`config.mk`:
```
export PLATFORM = sky130hd
export DESIGN_NAME = winograd_f2_3_tile_mac
export DESIGN_NICKNAME = d
export VERILOG_FILES = /design/src/hdl/wf23_pkg.sv /design/src/hdl/wf23_cfg.sv /design/src/hdl/winograd_f2_3_tile_mac.sv
export SDC_FILE = /design/constraint.sdc
export NUM_CORES = 2
export LEC_CHECK = 0
export ABC_AREA = 1
export BUFFER_PORTS_ARGS = -buffer_cell sky130_fd_sc_hd__clkbuf_2
export CELL_PAD_IN_SITES_DETAIL_PLACEMENT = 1
export CELL_PAD_IN_SITES_GLOBAL_PLACEMENT = 2
export CORE_MARGIN = 2
export CORE_UTILIZATION = 37
export CTS_CLUSTER_SIZE = 12
export DETAILED_ROUTE_END_ITERATION = 12
export GPL_ROUTABILITY_DRIVEN = 0
export PLACE_DENSITY = 0.76
export RECOVER_POWER = 50
export SLEW_MARGIN = 20
export SYNTH_ARGS = -nofsm -noshare
export SYNTH_HDL_FRONTEND = slang
export SYNTH_HIERARCHICAL = 1
export SYNTH_SLANG_ARGS = --single-unit
```
`constraint.sdc`:
```
create_clock -name clk -period 14.8 [get_ports clk]
set_input_delay 0 -clock clk [delete_from_list [all_inputs] [get_ports clk]]
set_output_delay 0 -clock clk [all_outputs]
set_load 0.03 [all_outputs]
```
`src/hdl/wf23_pkg.sv`:
```
package wf23_pkg;

  localparam int SampleW = 16;
  localparam int TapW    = 16;
  localparam int AccW    = 48;
  localparam int XformW  = SampleW + 1;
  localparam int WeightW = TapW + 2;
  localparam int ProdW   = XformW + WeightW;
  localparam int HalfW   = ProdW - 1;
  localparam int AddW    = ProdW + 3;
  localparam int SumW    = AccW + 1;
  localparam int CfgIdxW = 8;

  typedef enum logic [CfgIdxW-1:0] {
    REG_TAP_MODE = 8'd0,
    REG_TAP_ZERO = 8'd1,
    REG_TAP_ONE  = 8'd2,
    REG_TAP_TWO  = 8'd3
  } cfg_reg_t;

  typedef enum logic {
    MODE_THREE_TAP = 1'b0,
    MODE_ONE_TAP   = 1'b1
  } tap_mode_t;

  typedef struct packed {
    tap_mode_t              mode;
    logic signed [TapW-1:0] g0;
    logic signed [TapW-1:0] g1;
    logic signed [TapW-1:0] g2;
  } taps_t;

endpackage

```
`src/hdl/wf23_cfg.sv`:
```
module wf23_cfg (
  input  logic                            clk,
  input  logic                            rst,
  input  logic                            cfg_valid,
  output logic                            cfg_ready,
  input  logic [wf23_pkg::CfgIdxW-1:0]    cfg_index,
  input  logic [wf23_pkg::TapW-1:0]       cfg_data,
  output wf23_pkg::taps_t                 taps
);

  assign cfg_ready = 1'b1;

  always_ff @(posedge clk) begin
    if (rst) begin
      taps.mode <= wf23_pkg::MODE_THREE_TAP;
      taps.g0   <= '0;
      taps.g1   <= '0;
      taps.g2   <= '0;
    end else if (cfg_valid && cfg_ready) begin
      unique case (wf23_pkg::cfg_reg_t'(cfg_index))
        wf23_pkg::REG_TAP_MODE: taps.mode <= wf23_pkg::tap_mode_t'(cfg_data[0]);
        wf23_pkg::REG_TAP_ZERO: taps.g0   <= $signed(cfg_data);
        wf23_pkg::REG_TAP_ONE:  taps.g1   <= $signed(cfg_data);
        wf23_pkg::REG_TAP_TWO:  taps.g2   <= $signed(cfg_data);
        default: ;
      endcase
    end
  end

endmodule

```
`src/hdl/winograd_f2_3_tile_mac.sv`:
```
// Four-stage pipeline: input register, product register, partial-sum register,
// result register. Throughput is one transaction per cycle unless out_stall holds
// the pipeline, set by one 17x18 multiplier per product. Stages advance
// independently, so bubbles collapse under out_stall. Synchronous active-high rst
// empties the pipeline and clears taps to zero.
module winograd_f2_3_tile_mac (
  input  logic                                  clk,
  input  logic                                  rst,
  input  logic                                  in_valid,
  output logic                                  in_stall,
  input  logic signed [wf23_pkg::SampleW-1:0]   sample_0,
  input  logic signed [wf23_pkg::SampleW-1:0]   sample_1,
  input  logic signed [wf23_pkg::SampleW-1:0]   sample_2,
  input  logic signed [wf23_pkg::SampleW-1:0]   sample_3,
  input  logic signed [wf23_pkg::AccW-1:0]      acc_even,
  input  logic signed [wf23_pkg::AccW-1:0]      acc_odd,
  output logic                                  out_valid,
  input  logic                                  out_stall,
  output logic signed [wf23_pkg::AccW-1:0]      sum_even,
  output logic signed [wf23_pkg::AccW-1:0]      sum_odd,
  output logic                                  saturated,
  input  logic                                  cfg_valid,
  output logic                                  cfg_ready,
  input  logic [wf23_pkg::CfgIdxW-1:0]          cfg_index,
  input  logic [wf23_pkg::TapW-1:0]             cfg_data
);

  localparam int SampleW = wf23_pkg::SampleW;
  localparam int AccW    = wf23_pkg::AccW;
  localparam int XformW  = wf23_pkg::XformW;
  localparam int WeightW = wf23_pkg::WeightW;
  localparam int ProdW   = wf23_pkg::ProdW;
  localparam int HalfW   = wf23_pkg::HalfW;
  localparam int AddW    = wf23_pkg::AddW;
  localparam int SumW    = wf23_pkg::SumW;

  wf23_pkg::taps_t taps;

  wf23_cfg u_cfg (
    .clk       (clk),
    .rst       (rst),
    .cfg_valid (cfg_valid),
    .cfg_ready (cfg_ready),
    .cfg_index (cfg_index),
    .cfg_data  (cfg_data),
    .taps      (taps)
  );

  logic v1, v2, v3;
  logic en1, en2, en3, en4;

  assign en4      = !out_valid || !out_stall;
  assign en3      = !v3 || en4;
  assign en2      = !v2 || en3;
  assign en1      = !v1 || en2;
  assign in_stall = !en1;

  // stage 1: input register
  logic signed [SampleW-1:0] d0, d1, d2, d3;
  logic signed [AccW-1:0]    acc_e1, acc_o1;

  always_ff @(posedge clk) begin
    if (rst) begin
      v1 <= 1'b0;
    end else if (en1) begin
      v1 <= in_valid;
    end
  end

  always_ff @(posedge clk) begin
    if (en1) begin
      d0     <= sample_0;
      d1     <= sample_1;
      d2     <= sample_2;
      d3     <= sample_3;
      acc_e1 <= acc_even;
      acc_o1 <= acc_odd;
    end
  end

  // stage 2: transforms and products
  logic signed [XformW-1:0]  x0, x1, x2, x3;
  logic signed [XformW-1:0]  a0, a1, a2, a3;
  logic signed [WeightW-1:0] w0, w1, w2, w3;
  logic signed [WeightW-1:0] b0, b1, b2, b3;
  logic signed [ProdW-1:0]   p0, p1, p2, p3;
  logic signed [AccW-1:0]    acc_e2, acc_o2;

  always_comb begin
    x0 = XformW'(d0) - XformW'(d2);
    x1 = XformW'(d1) + XformW'(d2);
    x2 = XformW'(d2) - XformW'(d1);
    x3 = XformW'(d1) - XformW'(d3);
    w0 = WeightW'(taps.g0);
    w1 = WeightW'(taps.g0) + WeightW'(taps.g1) + WeightW'(taps.g2);
    w2 = WeightW'(taps.g0) - WeightW'(taps.g1) + WeightW'(taps.g2);
    w3 = WeightW'(taps.g2);
    if (taps.mode == wf23_pkg::MODE_ONE_TAP) begin
      a0 = XformW'(d1);
      a1 = '0;
      a2 = '0;
      a3 = -XformW'(d2);
      b0 = w0;
      b1 = '0;
      b2 = '0;
      b3 = w0;
    end else begin
      a0 = x0;
      a1 = x1;
      a2 = x2;
      a3 = x3;
      b0 = w0;
      b1 = w1;
      b2 = w2;
      b3 = w3;
    end
  end

  always_ff @(posedge clk) begin
    if (rst) begin
      v2 <= 1'b0;
    end else if (en2) begin
      v2 <= v1;
    end
  end

  always_ff @(posedge clk) begin
    if (en2) begin
      p0     <= ProdW'(a0) * ProdW'(b0);
      p1     <= ProdW'(a1) * ProdW'(b1);
      p2     <= ProdW'(a2) * ProdW'(b2);
      p3     <= ProdW'(a3) * ProdW'(b3);
      acc_e2 <= acc_e1;
      acc_o2 <= acc_o1;
    end
  end

  // stage 3: output transform
  logic signed [HalfW-1:0] h1, h2;
  logic signed [AddW-1:0]  add_e, add_o;
  logic signed [AccW-1:0]  acc_e3, acc_o3;

  assign h1 = HalfW'(p1 >>> 1);
  assign h2 = HalfW'(p2 >>> 1);

  always_ff @(posedge clk) begin
    if (rst) begin
      v3 <= 1'b0;
    end else if (en3) begin
      v3 <= v2;
    end
  end

  always_ff @(posedge clk) begin
    if (en3) begin
      add_e  <= AddW'(p0) + AddW'(h1) + AddW'(h2);
      add_o  <= AddW'(h1) - AddW'(h2) - AddW'(p3);
      acc_e3 <= acc_e2;
      acc_o3 <= acc_o2;
    end
  end

  // stage 4: accumulate and clip
  logic signed [SumW-1:0] se, so;
  logic                   ovf_e, ovf_o;
  logic signed [AccW-1:0] sat_e, sat_o;

  always_comb begin
    se    = SumW'(acc_e3) + SumW'(add_e);
    so    = SumW'(acc_o3) + SumW'(add_o);
    ovf_e = se[SumW-1] != se[SumW-2];
    ovf_o = so[SumW-1] != so[SumW-2];
    sat_e = se[SumW-1] ? {1'b1, {(AccW-1){1'b0}}} : {1'b0, {(AccW-1){1'b1}}};
    sat_o = so[SumW-1] ? {1'b1, {(AccW-1){1'b0}}} : {1'b0, {(AccW-1){1'b1}}};
  end

  always_ff @(posedge clk) begin
    if (rst) begin
      out_valid <= 1'b0;
    end else if (en4) begin
      out_valid <= v3;
    end
  end

  always_ff @(posedge clk) begin
    if (en4) begin
      sum_even  <= ovf_e ? sat_e : se[AccW-1:0];
      sum_odd   <= ovf_o ? sat_o : so[AccW-1:0];
      saturated <= ovf_e || ovf_o;
    end
  end

endmodule

```
* Word-level counts from Yosys, hierarchy flattened
Index checks and enable logic that the tools add are counted.
Operators by class: add/subtract/negate cells 15, equal/unequal tests 5, reduce and logical (&&, ||, !) cells 16, multiplexer cells 11, $mul 4
Operator list (number):
- $mux W48 | 4
- $mul A17 B18 Y35 | 3
- $add A48 B36 Y49 | 2
- $mux W17 | 4
- $sub A16 B16 Y17 | 4
- $mux W18 | 3
- $add A17 B16 Y18 | 2
- $add A35 B34 Y36 | 1
- $sub A35 B35 Y36 | 1
- $add A33 B34 Y35 | 1
- $sub A34 B34 Y35 | 1
- $add A16 B16 Y17 | 2
- $mul A17 B16 Y33 | 1
- $neg A16 Y17 | 1
- $eq A8 B2 Y1 const B | 2
- $eq A8 B1 Y1 const B | 1
- $logic_not A8 Y1 | 1
- $reduce_and A2 Y1 | 4
- $logic_not A1 Y1 | 6
- $logic_or A1 B1 Y1 | 5
- $ne A1 B1 Y1 | 2
Storage, ports and cells: logic and storage cells 78, output and inout bits 100, input bits 189, register bits 712

* Depth between registers and ports, before layout
word-level depth 6, mapped depth 44, gate-level depth less buffers 43

* Modules after synthesis
Netlist, hierarchy kept.
By module, submodules not included:
- winograd_f2_3_tile_mac | cells each 9853, sequential area each 19809.0 um^2, area each 85467.0 um^2, times used 1
- wf23_cfg | cells each 304, sequential area each 980.9 um^2, area each 2135.8 um^2, times used 1

* Least setup slack after synthesis
No wires, ideal clock.
kind register to register, from reg out_valid, to reg acc_e1[0] (enable), path slack -1241 ps, required time 14301 ps, period minus slack after synthesis 16041 ps, path buffers 0, stages on the path, launching flop included 8, setup time 499 ps, data arrival time 15543 ps, cell sequence dfxtp_1 -> nand2_1 -> nor2_1 -> inv_1 -> nor2_1 -> inv_1 -> nor2_1 -> inv_1
On the way: cells in the longest elaborated chain, start to end 5
Ends and longest elaborated chain:
- from (decl) | RTL line winograd_f2_3_tile_mac.sv:17 | output logic out_valid,
- from (signal assigned) | RTL line winograd_f2_3_tile_mac.sv:181 | out_valid <= v3;
- $logic_not A1 Y1 | RTL line winograd_f2_3_tile_mac.sv:52 | assign en4 = !out_valid || !out_stall;
- $logic_or A1 B1 Y1 | RTL line winograd_f2_3_tile_mac.sv:52
- net en4 | RTL line winograd_f2_3_tile_mac.sv:50 | logic en1, en2, en3, en4;
- $logic_or A1 B1 Y1 | RTL line winograd_f2_3_tile_mac.sv:53 | assign en3 = !v3 || en4;
- net en3 | RTL line winograd_f2_3_tile_mac.sv:50
- $logic_or A1 B1 Y1 | RTL line winograd_f2_3_tile_mac.sv:54 | assign en2 = !v2 || en3;
- net en2 | RTL line winograd_f2_3_tile_mac.sv:50
- $logic_or A1 B1 Y1 | RTL line winograd_f2_3_tile_mac.sv:55 | assign en1 = !v1 || en2;
- to (signal assigned) | RTL line winograd_f2_3_tile_mac.sv:76 | acc_e1 <= acc_even;
- to (decl) | RTL line winograd_f2_3_tile_mac.sv:60 | logic signed [AccW-1:0] acc_e1, acc_o1;
The timed path passes the listed nets, and every way through them passes these cells. A chain may end at the register's enable or synchronous reset.

* Final worst setup path
from reg, netlist name u_cfg/taps[32], to reg p2[23] (data pin)
On the way: cells in the longest elaborated chain, start to end 4
Ends and longest elaborated chain:
- $sub A16 B16 Y17 | RTL line winograd_f2_3_tile_mac.sv:96 | w2 = WeightW'(taps.g0) - WeightW'(taps.g1) + WeightW'(taps.g2);
- $add A17 B16 Y18 | RTL line winograd_f2_3_tile_mac.sv:96
- $mux W18 | RTL line winograd_f2_3_tile_mac.sv:98 | if (taps.mode == wf23_pkg::MODE_ONE_TAP) begin
- $mul A17 B18 Y35 | RTL line winograd_f2_3_tile_mac.sv:131 | p2 <= ProdW'(a2) * ProdW'(b2);
- to (signal assigned) | RTL line winograd_f2_3_tile_mac.sv:131
- to (decl) | RTL line winograd_f2_3_tile_mac.sv:86 | logic signed [ProdW-1:0] p0, p1, p2, p3;
Every way passes these cells.

==> flow_summary_export.csv <==
group,metric,value,unit
die,row_count,178,
setup_path,endpoint_kind,"register",
cells_and_area,layout_common_cells,"inv_1, nand2_1, fa_1",
die,initial_core_util,37.21,%
global_routing,grt_pass1_wl,480000,um
setup_path,required,15.27,ns
clocking,h-tree-depth,3,
outcome,status,"finished, violations left",
synthesis,ys_dominant_reg_cell,"edfxtp_1",
cells_and_area,multi_input_comb_area,57440,um^2
power,switchingPower,0.007617,W
synthesis,seq_area_frac_synth,23.73,%
synthesis,synth_edf_count,657,
synthesis,syn-mean-instance-area,8.625,um^2
clocking,cts-root-buf,"clkbuf_16",
detailed_routing,drt-pass1-iter-count,5,
place,placed_cell_area,92650,um^2
power,p_int,0.007239,W
setup_path,arrival,10.37,ns
clocking,cts_num_sinks,710,
die,die_h,490.6,um
sta,holdWs,0.03281,ns
clocking,postCtsHoldBufs,340,
synthesis,syn_nets,12250,
worst_hold_path,hold_class,"in -> reg",
sta,setup_viol,0,
clocking,post_cts_buffers,0,
global_routing,grt_usage,26.15,%
sta,fin_setup_tns,0,ns
sta,slew_headroom,-141.7,%
flow_run,cap_violations,6,
power,p_leak,48.00,nW
setup_path,critPathMaxStageDelay,0.66,ns
synthesis,yosys_warnings,6,
clocking,clkLatencyLatePin,0.73,ns
place,place_hpwl,262300,um
power,power_density,150.9,nW/um^2
clocking,cts_buffers,82,
die,ios,289,
outcome,violations,"capacitance limit, slew limit",
cells_and_area,finalNetCount,12850,
synthesis,ys_ff_latch,710,
setup_path,crit_type,"reg -> reg",
cells_and_area,regArea,20790,um^2
worst_hold_path,hold_path.startpoint,"acc_odd[29]",
cells_and_area,utilization,41.83,%
detailed_routing,post_drt_wl_per_cell,22.59,um
detailed_routing,viasPerCell,5.026,
cells_and_area,layout_commonest_cell,"inv_1",
worst_hold_path,holdPathEnd,"acc_o1[29]",
power,pwr-share-clk,13.5,%
global_routing,grt_overflow,0,
cells_and_area,areaGrowthSynthToFinish,12.40,%
clocking,clock_path_buffers,3,
synthesis,synth_cells,10160,
die,die_area,240700,um^2
setup_path,ff2ff_setup_slack,4.90,ns
global_routing,antenna_found_initial,23,
power,ir_worst_vdd,0.1709,mV
global_routing,grt_pass1_vias,78250,
power,power_frac_comb,64.2,%
sta,tightest_slew,3.626,ns
setup_path,timing.rr.end,"p2[23]",
sta,hold_viol_final,0,
die,core_region_area,235400,um^2
sta,rsz0062_at_grt,"false",
setup_path,cp-start-kind,"register",
clocking,clk_pin_slew_worst_paths,0.06,ns
detailed_routing,drtIter0Drc,3643,
detailed_routing,route.detailed.drc,0,
synthesis,ys_types,59,
clocking,cts_resized,0,
setup_path,cp_max_fo,17,
power,finalPower,0.01486,W
global_routing,grt_max_degree,79,
detailed_routing,drt_wl_total,315600,um
die,chipWidth,490.6,um
cells_and_area,drive_gt1_share,5.269,%
sta,period_share,66.89,%
sta,fin_skew,0.08328,ns
sta,fmax,0.1010,GHz
detailed_routing,vias,70210,
synthesis,syn_area,87600,um^2
clocking,cts_tree,"built",
power,swShare,51.27,%
cells_and_area,fillerInstances,27830,
setup_path,ff2ff_path_depth,34,
cells_and_area,final_area,98470,um^2
power,p_seq_share,22.3,%
synthesis,async_flop_share,0,%
sta,fin_crit,9.900,ns
place,port_buffers,287,
worst_hold_path,min_delay_path_depth,2,
sta,slew_viol_final,316,
setup_path,worstReg2RegStart,"u_cfg/taps[32]",
setup_path,cp_slowest_cell,"nor2_1",
detailed_routing,detail-route-antenna-nets,0,
## synth_stat cells, types with 21 or more instances
library cell	n	share of area (%)
nor2_1	1179	5.1
nand2_2	60	0.43
nor2_2	37	0.26
buf_2	62	0.35
nand4_1	87	0.62
or2_2	21	0.15
clkinv_1	30	0.13
nor3_1	70	0.40
o21ai_1	43	0.25
xor2_1	164	1.6
dfxtp_1	53	1.2
nand3_1	363	2.1
nand2_1	1931	8.3
inv_1	2191	9.4
a21oi_1	510	2.9
ha_1	607	8.7
inv_2	44	0.19
clkbuf_1	71	0.30
a21o_1	38	0.33
fa_1	1294	30
o21bai_1	70	0.60
o21ai_0	215	1.2
a31oi_1	23	0.16
xnor2_1	131	1.3
edfxtp_1	657	23
## layout make-up
class / instances / share of cell area [%]
multi-input combinational: 7008 / 58.33
sequential: 710 / 21.12
inverter: 2265 / 8.646
timing repair buffer: 695 / 5.253
tap: 3150 / 4.003
clock buffer: 101 / 2.156
clock inverter: 40 / 0.4917
antenna: 1 / 0.002541
## worst max path at each step
stage          slack [ns]      startpoint  cells after the start         to
2_1_floorplan        1.41       out_valid                      7  acc_e1[0]
3_3_place_gp         5.17  u_cfg/taps[32]                     34     p2[23]
3_5_place_dp         5.06  u_cfg/taps[32]                     34     p2[23]
4_1_cts              5.13  u_cfg/taps[32]                     34     p2[23]
5_1_grt              4.64  u_cfg/taps[32]                     36     p2[23]
6_report             4.90  u_cfg/taps[32]                     34     p2[23]
## per-layer routing
metal  wire (um)  GRT usage [%]
met3       12330          2.578
met4       13460          9.912
met5          27              0
met2      153900          45.63
met1      135900          33.43
## state kept, by name, summed over array words and instances (netlist names), 33 cells and up
signal,flops
p1,34
add_o,36
acc_o3,48
acc_o2,48
sum_odd,48
sum_even,48
p3,35
p2,34
acc_o1,48
u_cfg/taps,49
acc_e2,48
add_e,36
acc_e3,48
acc_e1,48
p0,33
## power groups by stage
| stage | clock [W] | sequential, W | combinational (W) |
|---|---|---|---|
| finish | 0.00201 | 0.00331 | 0.00954 |
| global route | 0.00212 | 0.00333 | 0.0107 |
| CTS | 0.00205 | 0.00331 | 0.00959 |
| detailed placement | 0 | 0.00334 | 0.00948 |
| global placement | 0 | 0.00333 | 0.00929 |
| floorplan | 0 | 0.00343 | 0.00637 |
## cell families after synthesis
logic type	synth area share, %
AOI/OAI and AO/OA	6.477
xor gates and xnor gates	2.975
adders and majority gates	38.24
buffers and inverters	10.71
DFF	23.73
other	0.004281
and+or+nand+nor	17.86
## critical path, delay by kind of cell (launching register included)
family                     cells  cell delay [ns]
adders and majority gates     10             4.66
and+or+nand+nor               12             2.25
buffers and inverters          8             1.15
DFF                            1             0.56
AOI/OAI and AO/OA              4             1.09
## per-stage QoR
stage / setup WS [ns] / cells
3_3_place_gp: 5.174 / 13490
2_1_floorplan: 1.408 / 10160
3_5_place_dp: 5.063 / 13490
5_1_grt: 4.640 / 13970
4_1_cts: 5.131 / 13970
6_report: 4.900 / 13970
No activity file was read; power rests on OpenSTA's default activity.
